===== config.mk =====
export PLATFORM = sky130hd
export DESIGN_NAME = dsp_address_register_step_unit
export DESIGN_NICKNAME = d
export VERILOG_FILES = /design/src/dasu_pkg.sv /design/src/dasu_cfg_regs.sv /design/src/dasu_calc.sv /design/src/dsp_address_register_step_unit.sv
export SDC_FILE = /design/constraint.sdc
export NUM_CORES = 1
export LEC_CHECK = 0
export BUFFER_PORTS_ARGS = -buffer_cell sky130_fd_sc_hd__buf_2
export CAP_MARGIN = 20
export CELL_PAD_IN_SITES_DETAIL_PLACEMENT = 0
export CELL_PAD_IN_SITES_GLOBAL_PLACEMENT = 1
export CORE_MARGIN = 5
export CORE_UTILIZATION = 45
export DETAILED_ROUTE_END_ITERATION = 6
export PLACE_DENSITY = 0.78
export SLEW_MARGIN = 10
export SYNTH_ARGS = -nofsm -noshare
export SYNTH_HDL_FRONTEND = slang
export SYNTH_SLANG_ARGS = --single-unit

===== constraint.sdc =====
create_clock -name clk -period 13.1 [get_ports clk]
set_clock_uncertainty 0.15 [all_clocks]
set_input_delay 1.31 -clock clk [delete_from_list [all_inputs] [get_ports clk]]
set_output_delay 1.31 -clock clk [all_outputs]
set_load 0.02 [all_outputs]

===== src/dasu_pkg.sv =====
// shared types, codes and helpers of the address register step unit
`default_nettype none

package dasu_pkg;

    // operation carried by an input word
    typedef enum logic [1:0]
    {
        MODE_STEP   = 2'd0,
        MODE_OFFSET = 2'd1,
        MODE_LOAD   = 2'd2,
        MODE_RAW    = 2'd3
    } mode_t;

    // configuration register indexes
    typedef enum logic [2:0]
    {
        CFG_MOD_ENABLE     = 3'd0,
        CFG_BITREV_ENABLE  = 3'd1,
        CFG_UNIT0          = 3'd2,
        CFG_UNIT1          = 3'd3,
        CFG_STEP_REG_UNIT0 = 3'd4,
        CFG_STEP_REG_UNIT1 = 3'd5,
        CFG_STEP_CONTROL   = 3'd6,
        CFG_MODULO_DISABLE = 3'd7
    } cfg_index_t;

    localparam int CFG_INDEX_WIDTH = 3;
    localparam int CFG_DATA_WIDTH  = 16;
    localparam int IN_DATA_WIDTH   = 40;

    // step_control low field value that picks the 16-bit step register
    localparam logic [1:0] STEP_SEL_REG = 2'd1;

    // constant steps that are split into two half steps under modulo
    localparam logic signed [2:0] CST_PLUS2  = 3'sb010;
    localparam logic signed [2:0] CST_MINUS2 = 3'sb110;

    // one input word, unpacked
    typedef struct packed
    {
        mode_t              mode;
        logic [2:0]         reg_index;
        logic signed [2:0]  step_const;
        logic               use_step_reg;
        logic signed [7:0]  offset_amount;
        logic [15:0]        load_value;
    } item_t;

    // configuration state seen by the datapath
    typedef struct packed
    {
        logic [7:0]         mod_enable;
        logic [7:0]         bitrev_enable;
        logic [1:0][15:0]   cfg_unit;
        logic [1:0][15:0]   step_reg_unit;
        logic [3:0]         step_control;
        logic               modulo_disable;
    } cfg_t;

    // modulo window mask: smallest power of two, at least 2, not below end, minus one
    function automatic logic [8:0] wrap_mask9(input logic [8:0] end9);
        logic [8:0] x;
        x = end9 - 9'd1;
        x = x | (x >> 1);
        x = x | (x >> 2);
        x = x | (x >> 4);
        x = x | (x >> 8);
        if (end9 <= 9'd2)
        begin
            x = 9'd1;
        end
        return x;
    endfunction

endpackage

`default_nettype wire


===== src/dasu_cfg_regs.sv =====
// configuration register bank written through the configuration channel
`default_nettype none

module dasu_cfg_regs
    import dasu_pkg::*;
(
    input  wire logic                       clk,
    input  wire logic                       rst_n,
    input  wire logic                       cfg_valid,
    output logic                            cfg_ready,
    input  wire logic [CFG_INDEX_WIDTH-1:0] cfg_index,
    input  wire logic [CFG_DATA_WIDTH-1:0]  cfg_data,
    output cfg_t                            cfg
);

    cfg_t cfg_reg;

    // writes are always taken
    assign cfg_ready = 1'b1;
    assign cfg       = cfg_reg;

    // register write decode
    always_ff @(posedge clk or negedge rst_n)
    begin
        if (!rst_n)
        begin
            cfg_reg <= '0;
        end
        else if (cfg_valid)
        begin
            case (cfg_index_t'(cfg_index))
                CFG_MOD_ENABLE:     cfg_reg.mod_enable       <= cfg_data[7:0];
                CFG_BITREV_ENABLE:  cfg_reg.bitrev_enable    <= cfg_data[7:0];
                CFG_UNIT0:          cfg_reg.cfg_unit[0]      <= cfg_data;
                CFG_UNIT1:          cfg_reg.cfg_unit[1]      <= cfg_data;
                CFG_STEP_REG_UNIT0: cfg_reg.step_reg_unit[0] <= cfg_data;
                CFG_STEP_REG_UNIT1: cfg_reg.step_reg_unit[1] <= cfg_data;
                CFG_STEP_CONTROL:   cfg_reg.step_control     <= cfg_data[3:0];
                CFG_MODULO_DISABLE: cfg_reg.modulo_disable   <= cfg_data[0];
                default:            cfg_reg                  <= cfg_reg;
            endcase
        end
    end

endmodule

`default_nettype wire


===== src/dasu_calc.sv =====
// address arithmetic: bit reversal, plain and modulo post-modify, offset and load
`default_nettype none

module dasu_calc
    import dasu_pkg::*;
#(
    parameter int ADDR_WIDTH = 16
)
(
    input  wire item_t                   item,
    input  wire cfg_t                    cfg,
    input  wire logic [ADDR_WIDTH-1:0]   reg_value,
    output logic [ADDR_WIDTH-1:0]        result,
    output logic                         wr_en,
    output logic [ADDR_WIDTH-1:0]        wr_value
);

    localparam int EW = ADDR_WIDTH + 9;

    logic                       unit;
    logic                       md;
    logic                       br;
    logic                       br_only;
    logic                       plain;
    logic                       dbl;
    logic                       clear;
    logic [8:0]                 end9;
    logic [ADDR_WIDTH-1:0]      mask_a;
    logic [ADDR_WIDTH-1:0]      rev;
    logic [ADDR_WIDTH-1:0]      sel_value;
    logic signed [16:0]         step_v;
    logic signed [16:0]         half_v;
    logic signed [16:0]         off_v;
    logic [ADDR_WIDTH-1:0]      half_once;
    logic [ADDR_WIDTH-1:0]      step_next;

    // wrapping add of a signed amount
    function automatic logic [ADDR_WIDTH-1:0] add_signed(
        input logic [ADDR_WIDTH-1:0] r,
        input logic signed [16:0]    v
    );
        logic [EW-1:0] sum;
        sum = EW'(r) + EW'(v);
        return sum[ADDR_WIDTH-1:0];
    endfunction

    // one move inside the modulo window
    function automatic logic [ADDR_WIDTH-1:0] mod_move(
        input logic [ADDR_WIDTH-1:0] r,
        input logic signed [16:0]    v,
        input logic [ADDR_WIDTH-1:0] mask,
        input logic [8:0]            e
    );
        logic [ADDR_WIDTH-1:0] low;
        logic                  at_end;
        logic [ADDR_WIDTH-1:0] moved;
        low    = r & mask;
        at_end = (EW'(low) == EW'(e));
        moved  = add_signed(r, v);
        if (!v[16] && (v != '0) && at_end)
        begin
            moved = r & ~mask;
        end
        else if (v[16] && (low == '0))
        begin
            moved = (r & ~mask) | ADDR_WIDTH'(e);
        end
        return moved;
    endfunction

    // per-register flags and unit window
    always_comb
    begin
        unit    = item.reg_index[2];
        md      = cfg.mod_enable[item.reg_index];
        br      = cfg.bitrev_enable[item.reg_index];
        br_only = br && !md;
        plain   = !md || br || cfg.modulo_disable;
        end9    = cfg.cfg_unit[unit][15:7];
        mask_a  = ADDR_WIDTH'(wrap_mask9(end9));
    end

    // bit-reversed view of the register
    always_comb
    begin
        for (int k = 0; k < ADDR_WIDTH; k++)
        begin
            rev[k] = reg_value[ADDR_WIDTH-1-k];
        end
        sel_value = br_only ? rev : reg_value;
    end

    // step amount selection
    always_comb
    begin
        dbl   = !item.use_step_reg &&
                ((item.step_const == CST_PLUS2) || (item.step_const == CST_MINUS2));
        clear = (item.reg_index[1:0] == 2'b11) && cfg.step_control[2 + int'(unit)] && !dbl;
        if (!item.use_step_reg)
        begin
            step_v = {{14{item.step_const[2]}}, item.step_const};
        end
        else if ((cfg.step_control[1:0] == STEP_SEL_REG) || br_only)
        begin
            if (md)
            begin
                step_v = {{8{cfg.step_reg_unit[unit][8]}}, cfg.step_reg_unit[unit][8:0]};
            end
            else
            begin
                step_v = {cfg.step_reg_unit[unit][15], cfg.step_reg_unit[unit]};
            end
        end
        else
        begin
            step_v = {{10{cfg.cfg_unit[unit][6]}}, cfg.cfg_unit[unit][6:0]};
        end
        half_v = step_v[16] ? 17'h1FFFF : 17'h00001;
        off_v  = {{9{item.offset_amount[7]}}, item.offset_amount};
    end

    // post-modified register value
    always_comb
    begin
        half_once = mod_move(reg_value, half_v, mask_a, end9);
        if (clear)
        begin
            step_next = '0;
        end
        else if (plain)
        begin
            step_next = add_signed(reg_value, step_v);
        end
        else if (dbl)
        begin
            step_next = mod_move(half_once, half_v, mask_a, end9);
        end
        else
        begin
            step_next = mod_move(reg_value, step_v, mask_a, end9);
        end
    end

    // result and register write per operation
    always_comb
    begin
        wr_en    = 1'b0;
        wr_value = step_next;
        case (item.mode)
            MODE_STEP:
            begin
                result = sel_value;
                wr_en  = 1'b1;
            end
            MODE_OFFSET:
            begin
                result = plain ? add_signed(sel_value, off_v)
                               : mod_move(reg_value, off_v, mask_a, end9);
            end
            MODE_LOAD:
            begin
                result   = ADDR_WIDTH'(item.load_value);
                wr_en    = 1'b1;
                wr_value = ADDR_WIDTH'(item.load_value);
            end
            default:
            begin
                result = reg_value;
            end
        endcase
    end

endmodule

`default_nettype wire


===== src/dsp_address_register_step_unit.sv =====
// Address register step unit of a DSP address generator.
//
// Input words arrive on s_tvalid/s_tready/s_tdata; each carries a step,
// offset, load or raw-read operation on one of the address registers.
// Every word gives exactly one address word on m_tvalid/m_tready/m_tdata.
// Configuration registers are written through cfg_valid/cfg_ready with
// cfg_index and cfg_data; cfg_ready is always high, and writes are meant to
// happen while no word is in flight.
// An accepted word is registered in the input register and its address
// then in the result register, which drives m_tdata; an output stall can
// hold the word in between. While m_tready stays high, throughput is one
// word per cycle: the register read, the add with its wrap compare and
// the register write-back all sit between the input and result registers.
// When the receiver stalls, the result register holds and the input
// register still takes one more word; s_tready drops only when both hold.
// Reset clears all address registers, all configuration registers and both
// valid flags; no word is pending after reset.
`default_nettype none

module dsp_address_register_step_unit
    import dasu_pkg::*;
#(
    parameter int NUM_ADDR_REGS = 8,
    parameter int ADDR_WIDTH    = 16
)
(
    input  wire logic                             clk,
    input  wire logic                             rst_n,
    // mode[1:0], reg_index[4:2], step_const[7:5], use_step_reg[8],
    // offset_amount[16:9], load_value[32:17], zero pad
    input  wire logic [IN_DATA_WIDTH-1:0]         s_tdata,
    input  wire logic                             s_tvalid,
    output logic                                  s_tready,
    // address[ADDR_WIDTH-1:0], zero pad to whole bytes
    output logic [((ADDR_WIDTH + 7) / 8) * 8-1:0] m_tdata,
    output logic                                  m_tvalid,
    input  wire logic                             m_tready,
    input  wire logic                             cfg_valid,
    output logic                                  cfg_ready,
    input  wire logic [CFG_INDEX_WIDTH-1:0]       cfg_index,
    input  wire logic [CFG_DATA_WIDTH-1:0]        cfg_data
);

    localparam int OUT_DATA_WIDTH = ((ADDR_WIDTH + 7) / 8) * 8;
    localparam int IW = (NUM_ADDR_REGS > 1) ? $clog2(NUM_ADDR_REGS) : 1;

    cfg_t                       cfg;
    item_t                      in_item;
    item_t                      in_item_reg;
    logic                       in_valid_reg;
    logic                       advance;
    logic                       reg_valid;
    logic [IW-1:0]              reg_idx;
    logic [ADDR_WIDTH-1:0]      reg_value;
    logic [ADDR_WIDTH-1:0]      result;
    logic                       wr_en;
    logic [ADDR_WIDTH-1:0]      wr_value;
    logic [ADDR_WIDTH-1:0]      out_data_reg;
    logic                       out_valid_reg;
    logic [ADDR_WIDTH-1:0]      addr_file_reg [NUM_ADDR_REGS];

    // configuration bank
    dasu_cfg_regs u_cfg
    (
        .clk       (clk),
        .rst_n     (rst_n),
        .cfg_valid (cfg_valid),
        .cfg_ready (cfg_ready),
        .cfg_index (cfg_index),
        .cfg_data  (cfg_data),
        .cfg       (cfg)
    );

    // unpack the input word
    assign in_item.mode          = mode_t'(s_tdata[1:0]);
    assign in_item.reg_index     = s_tdata[4:2];
    assign in_item.step_const    = s_tdata[7:5];
    assign in_item.use_step_reg  = s_tdata[8];
    assign in_item.offset_amount = s_tdata[16:9];
    assign in_item.load_value    = s_tdata[32:17];

    // handshake between the two register stages
    assign advance  = in_valid_reg && (!out_valid_reg || m_tready);
    assign s_tready = !in_valid_reg || advance;

    // input register
    always_ff @(posedge clk or negedge rst_n)
    begin
        if (!rst_n)
        begin
            in_valid_reg <= 1'b0;
        end
        else if (s_tready)
        begin
            in_valid_reg <= s_tvalid;
        end
    end

    always_ff @(posedge clk)
    begin
        if (s_tready && s_tvalid)
        begin
            in_item_reg <= in_item;
        end
    end

    // register file read
    assign reg_valid = (32'(in_item_reg.reg_index) < NUM_ADDR_REGS);
    assign reg_idx   = IW'(in_item_reg.reg_index);
    assign reg_value = reg_valid ? addr_file_reg[reg_idx] : '0;

    dasu_calc #(.ADDR_WIDTH(ADDR_WIDTH)) u_calc
    (
        .item      (in_item_reg),
        .cfg       (cfg),
        .reg_value (reg_value),
        .result    (result),
        .wr_en     (wr_en),
        .wr_value  (wr_value)
    );

    // register file write-back
    always_ff @(posedge clk or negedge rst_n)
    begin
        if (!rst_n)
        begin
            for (int k = 0; k < NUM_ADDR_REGS; k++)
            begin
                addr_file_reg[k] <= '0;
            end
        end
        else if (advance && wr_en && reg_valid)
        begin
            addr_file_reg[reg_idx] <= wr_value;
        end
    end

    // result register
    always_ff @(posedge clk or negedge rst_n)
    begin
        if (!rst_n)
        begin
            out_valid_reg <= 1'b0;
        end
        else if (advance)
        begin
            out_valid_reg <= 1'b1;
        end
        else if (m_tready)
        begin
            out_valid_reg <= 1'b0;
        end
    end

    always_ff @(posedge clk)
    begin
        if (advance)
        begin
            out_data_reg <= result;
        end
    end

    assign m_tvalid = out_valid_reg;
    assign m_tdata  = OUT_DATA_WIDTH'(out_data_reg);

    // a load word echoes its value as the address
    a_load_echo: assert property (@(posedge clk) disable iff (!rst_n)
        advance && (in_item_reg.mode == MODE_LOAD)
        |=> out_data_reg == ADDR_WIDTH'($past(in_item_reg.load_value)))
        else $error("load word did not return its value");

    // a held input word is never dropped
    a_hold_item: assert property (@(posedge clk) disable iff (!rst_n)
        in_valid_reg && !advance |=> in_valid_reg && $stable(in_item_reg))
        else $error("pending input word lost");

    // every word moved forward shows up as a result
    a_advance_out: assert property (@(posedge clk) disable iff (!rst_n)
        advance |=> out_valid_reg)
        else $error("result word missing after advance");

    // a load to a present register is visible in the register file
    a_load_write: assert property (@(posedge clk) disable iff (!rst_n)
        advance && reg_valid && (in_item_reg.mode == MODE_LOAD)
        |=> addr_file_reg[$past(reg_idx)] == ADDR_WIDTH'($past(in_item_reg.load_value)))
        else $error("load did not update address register");

endmodule

`default_nettype wire

==> results.toml <==
[min_path]
worstHoldEndpoint = "addr_file_reg[54]"
hold_depth = 2
hold_path_class = "reg -> reg"
holdCritStartpoint = "addr_file_reg[54]"

[outcome]
status = "finished, final reports clean"

[worst_setup_path]
critPathLaunchType = "register"
slowest_stage = "o31a_1"
arrival_ps = 9660
reg2reg_from = "reg_idx[1]"
timing.rr.end = "addr_file_reg[46]"
rrSetupSlack_ps = 3760
crit_type = "reg -> reg"
crit_path_max_fanout = 48
slowest_delay_ps = 670
cp-end-kind = "register"
worstRegToRegCells = 28
worstPathRequired_ps = 13420
crit_top_cell = "o21ai_0"

[logic_synthesis]
synth_top_area_frac = 0.291
syn_avg_cell_area_sq_um = 9.95
ys.warnings.count = 0
synth.area.top_cells = "dfrtp_1 29%, mux2_2 11%, edfxtp_1 8.0%"
synth_cells = 1856
synth_seq_cells = 264
synthFlopType = "dfrtp_1"
synth_cell_types = 103
synth.most_common_cell = "dfrtp_1"
ys_seq_area_frac = 0.371
ys_async_sr_fraction = 0.814
syn_area_sq_um = 18500
yosys-top-cells-count = "215 x dfrtp_1, 186 x mux2_2, 145 x nor2_1"
synth_edf_count = 49
synth_fp_nets = 2001
yosys.area.top_type = "dfrtp_1"

[placed_design]
pre_cts_ws_ps = 3990
gp_congestion = 0.965
hpwl_um = 43600
io_buffers = 74

[detailed_routing]
routedWlPerCell_um = 24.3
viasPerCell = 6.34
ant_nets = 0
firstDrtPassIters = 6
vias = 15700
finalWirelength_um = 60200
drt_iter0_drc = 1512
drc = 0

[final_layout]
filler_cell_count = 3752
diodes = 0
largest_reg_flops = 128
multi_input_comb_area_sq_um = 11000
nets = 2065
regArea_sq_um = 6850
area_growth_pct = 11.1
drive_gt1_frac = 0.232
post-route-util = 0.504

[timing]
hold_viol_final = 0
setup_viol = 0
max_freq_mhz = 107
fin_crit_ps = 9340
tightest_slew_ps = 1090
period_share = 0.713
rsz0062_at_grt = "false"
maxSlewViolCount = 0
relSlewSlack = 0.272
holdWs_ps = 341
fin_tns_setup_ps = 0
layout_setup_ws_ps = 3760

[clock_network]
numCtsBuffers = 30
cts.path.max_buffers = 3
clkLatencyLatePin_ps = 590
clk_pin_slew_ps = 60
cts_tree = "built"
cts-root-buf = "clkbuf_16"
post_cts_buffers = 0
cts_sinks = 264
htreeDepth = 1
cts_resized = 0
cts-hold-fix-buffers = 0

[global_route]
grt_max_degree = 83
grt_pass1_wl_um = 93600
grt_use_total = 0.265
antenna_found_initial = 0
grt_pass1_vias = 15600
grt_overflow = 0

[floorplanning]
core_sq_um = 40700
initial_core_util = 0.453
fp.dieArea_sq_um = 45200
rows = 74
die_x_um = 213
die_y_um = 213
io_pins = 83

[job]
maxCapViolations = 0

[power_and_ir_drop]
p_leak_uw = 0.00845
power_density_nw_per_um2 = 226
vdd_drop_max_mv = 0.128
power.total_uw = 4650
through the flow:
step,instance area (sq um),std cells
after CTS,20500,2473
after detailed placement,19500,2417
after floorplan,18500,1856
final,20500,2476
after global routing,20500,2476
after global placement,19500,2417
area by class of cell:
class | count | area share
clock buffer | 43 | 0.0429
clock inverter | 13 | 0.00488
inverter | 71 | 0.0130
multi-input combinational | 1431 | 0.536
sequential | 264 | 0.334
tap | 532 | 0.0324
timing repair buffer | 122 | 0.0365
per-layer routing:
| layer | vias to the layer above | global-route usage | wire length [um] |
|---|---|---|---|
| li1 | 7186 | - | - |
| met1 | 7766 | 0.368 | 26100 |
| met2 | 619 | 0.428 | 27600 |
| met3 | 129 | 0.0373 | 4230 |
| met4 | 0 | 0.0883 | 2270 |
| met5 | - | 0 | 0 |
worst max-delay path: cells and delay by family (launching register included):
family                   cells  cell delay, ps
multiplexers                 1             310
AND/OR/NAND/NOR              3            1180
buffers and inverters        5            2400
flip-flops                   1             320
adder cells (fa/ha/maj)      1             410
AO/OA/AOI/OAI               18            4340
report_power, final:
| group | internal [uW] | total, uW | switching, uW | leakage, uW |
|---|---|---|---|---|
| clock | 470 | 820 | 350 | 0.000484 |
| sequential | 1110 | 1260 | 148 | 0.00309 |
| combinational | 1030 | 2570 | 1530 | 0.00488 |
cell families (layout without fill, tap and decap cells):
family,count (synthesis),after routing,synth area share
adders and majority gates,81,81,0.0569
xor gates and xnor gates,54,54,0.0256
other,1,1,0.000203
muxes,256,256,0.177
DFF,264,264,0.371
AOI/OAI and AO/OA,530,530,0.198
buffers and inverters,161,249,0.0360
and+or+nand+nor,509,509,0.136
cell usage in the layout (no fill, tap or decap), types with 17 or more instances in the layout:
| cell type | synthesis | layout |
|---|---|---|
| a21o_1 | 23 | 23 |
| a21oi_1 | 115 | 115 |
| a22oi_1 | 20 | 20 |
| a31oi_1 | 39 | 39 |
| buf_2 | 15 | 73 |
| buf_4 | 7 | 45 |
| clkbuf_16 | 0 | 31 |
| dfrtp_1 | 215 | 215 |
| edfxtp_1 | 49 | 49 |
| ha_1 | 76 | 76 |
| inv_1 | 67 | 67 |
| mux2_2 | 186 | 186 |
| mux2i_1 | 30 | 30 |
| mux4_2 | 36 | 36 |
| nand2_1 | 138 | 138 |
| nand3_1 | 37 | 37 |
| nor2_1 | 145 | 143 |
| nor2b_1 | 19 | 19 |
| nor3_1 | 45 | 41 |
| o21ai_0 | 105 | 103 |
| o31ai_1 | 17 | 17 |
| xnor2_1 | 35 | 35 |
| xor2_1 | 19 | 19 |
how the worst max path moves through the flow:
stage	start	endpoint	slack, ps	cells past startpoint
floorplan	reg_idx[2]	addr_file_reg[126]	5570	32
global placement	reg_idx[1]	addr_file_reg[62]	4090	28
detailed placement	reg_idx[1]	addr_file_reg[46]	3990	28
CTS	reg_idx[1]	addr_file_reg[46]	3930	28
global route	reg_idx[1]	addr_file_reg[110]	3130	28
finish	reg_idx[1]	addr_file_reg[46]	3760	28
No activity file was read; power rests on OpenSTA's default activity.
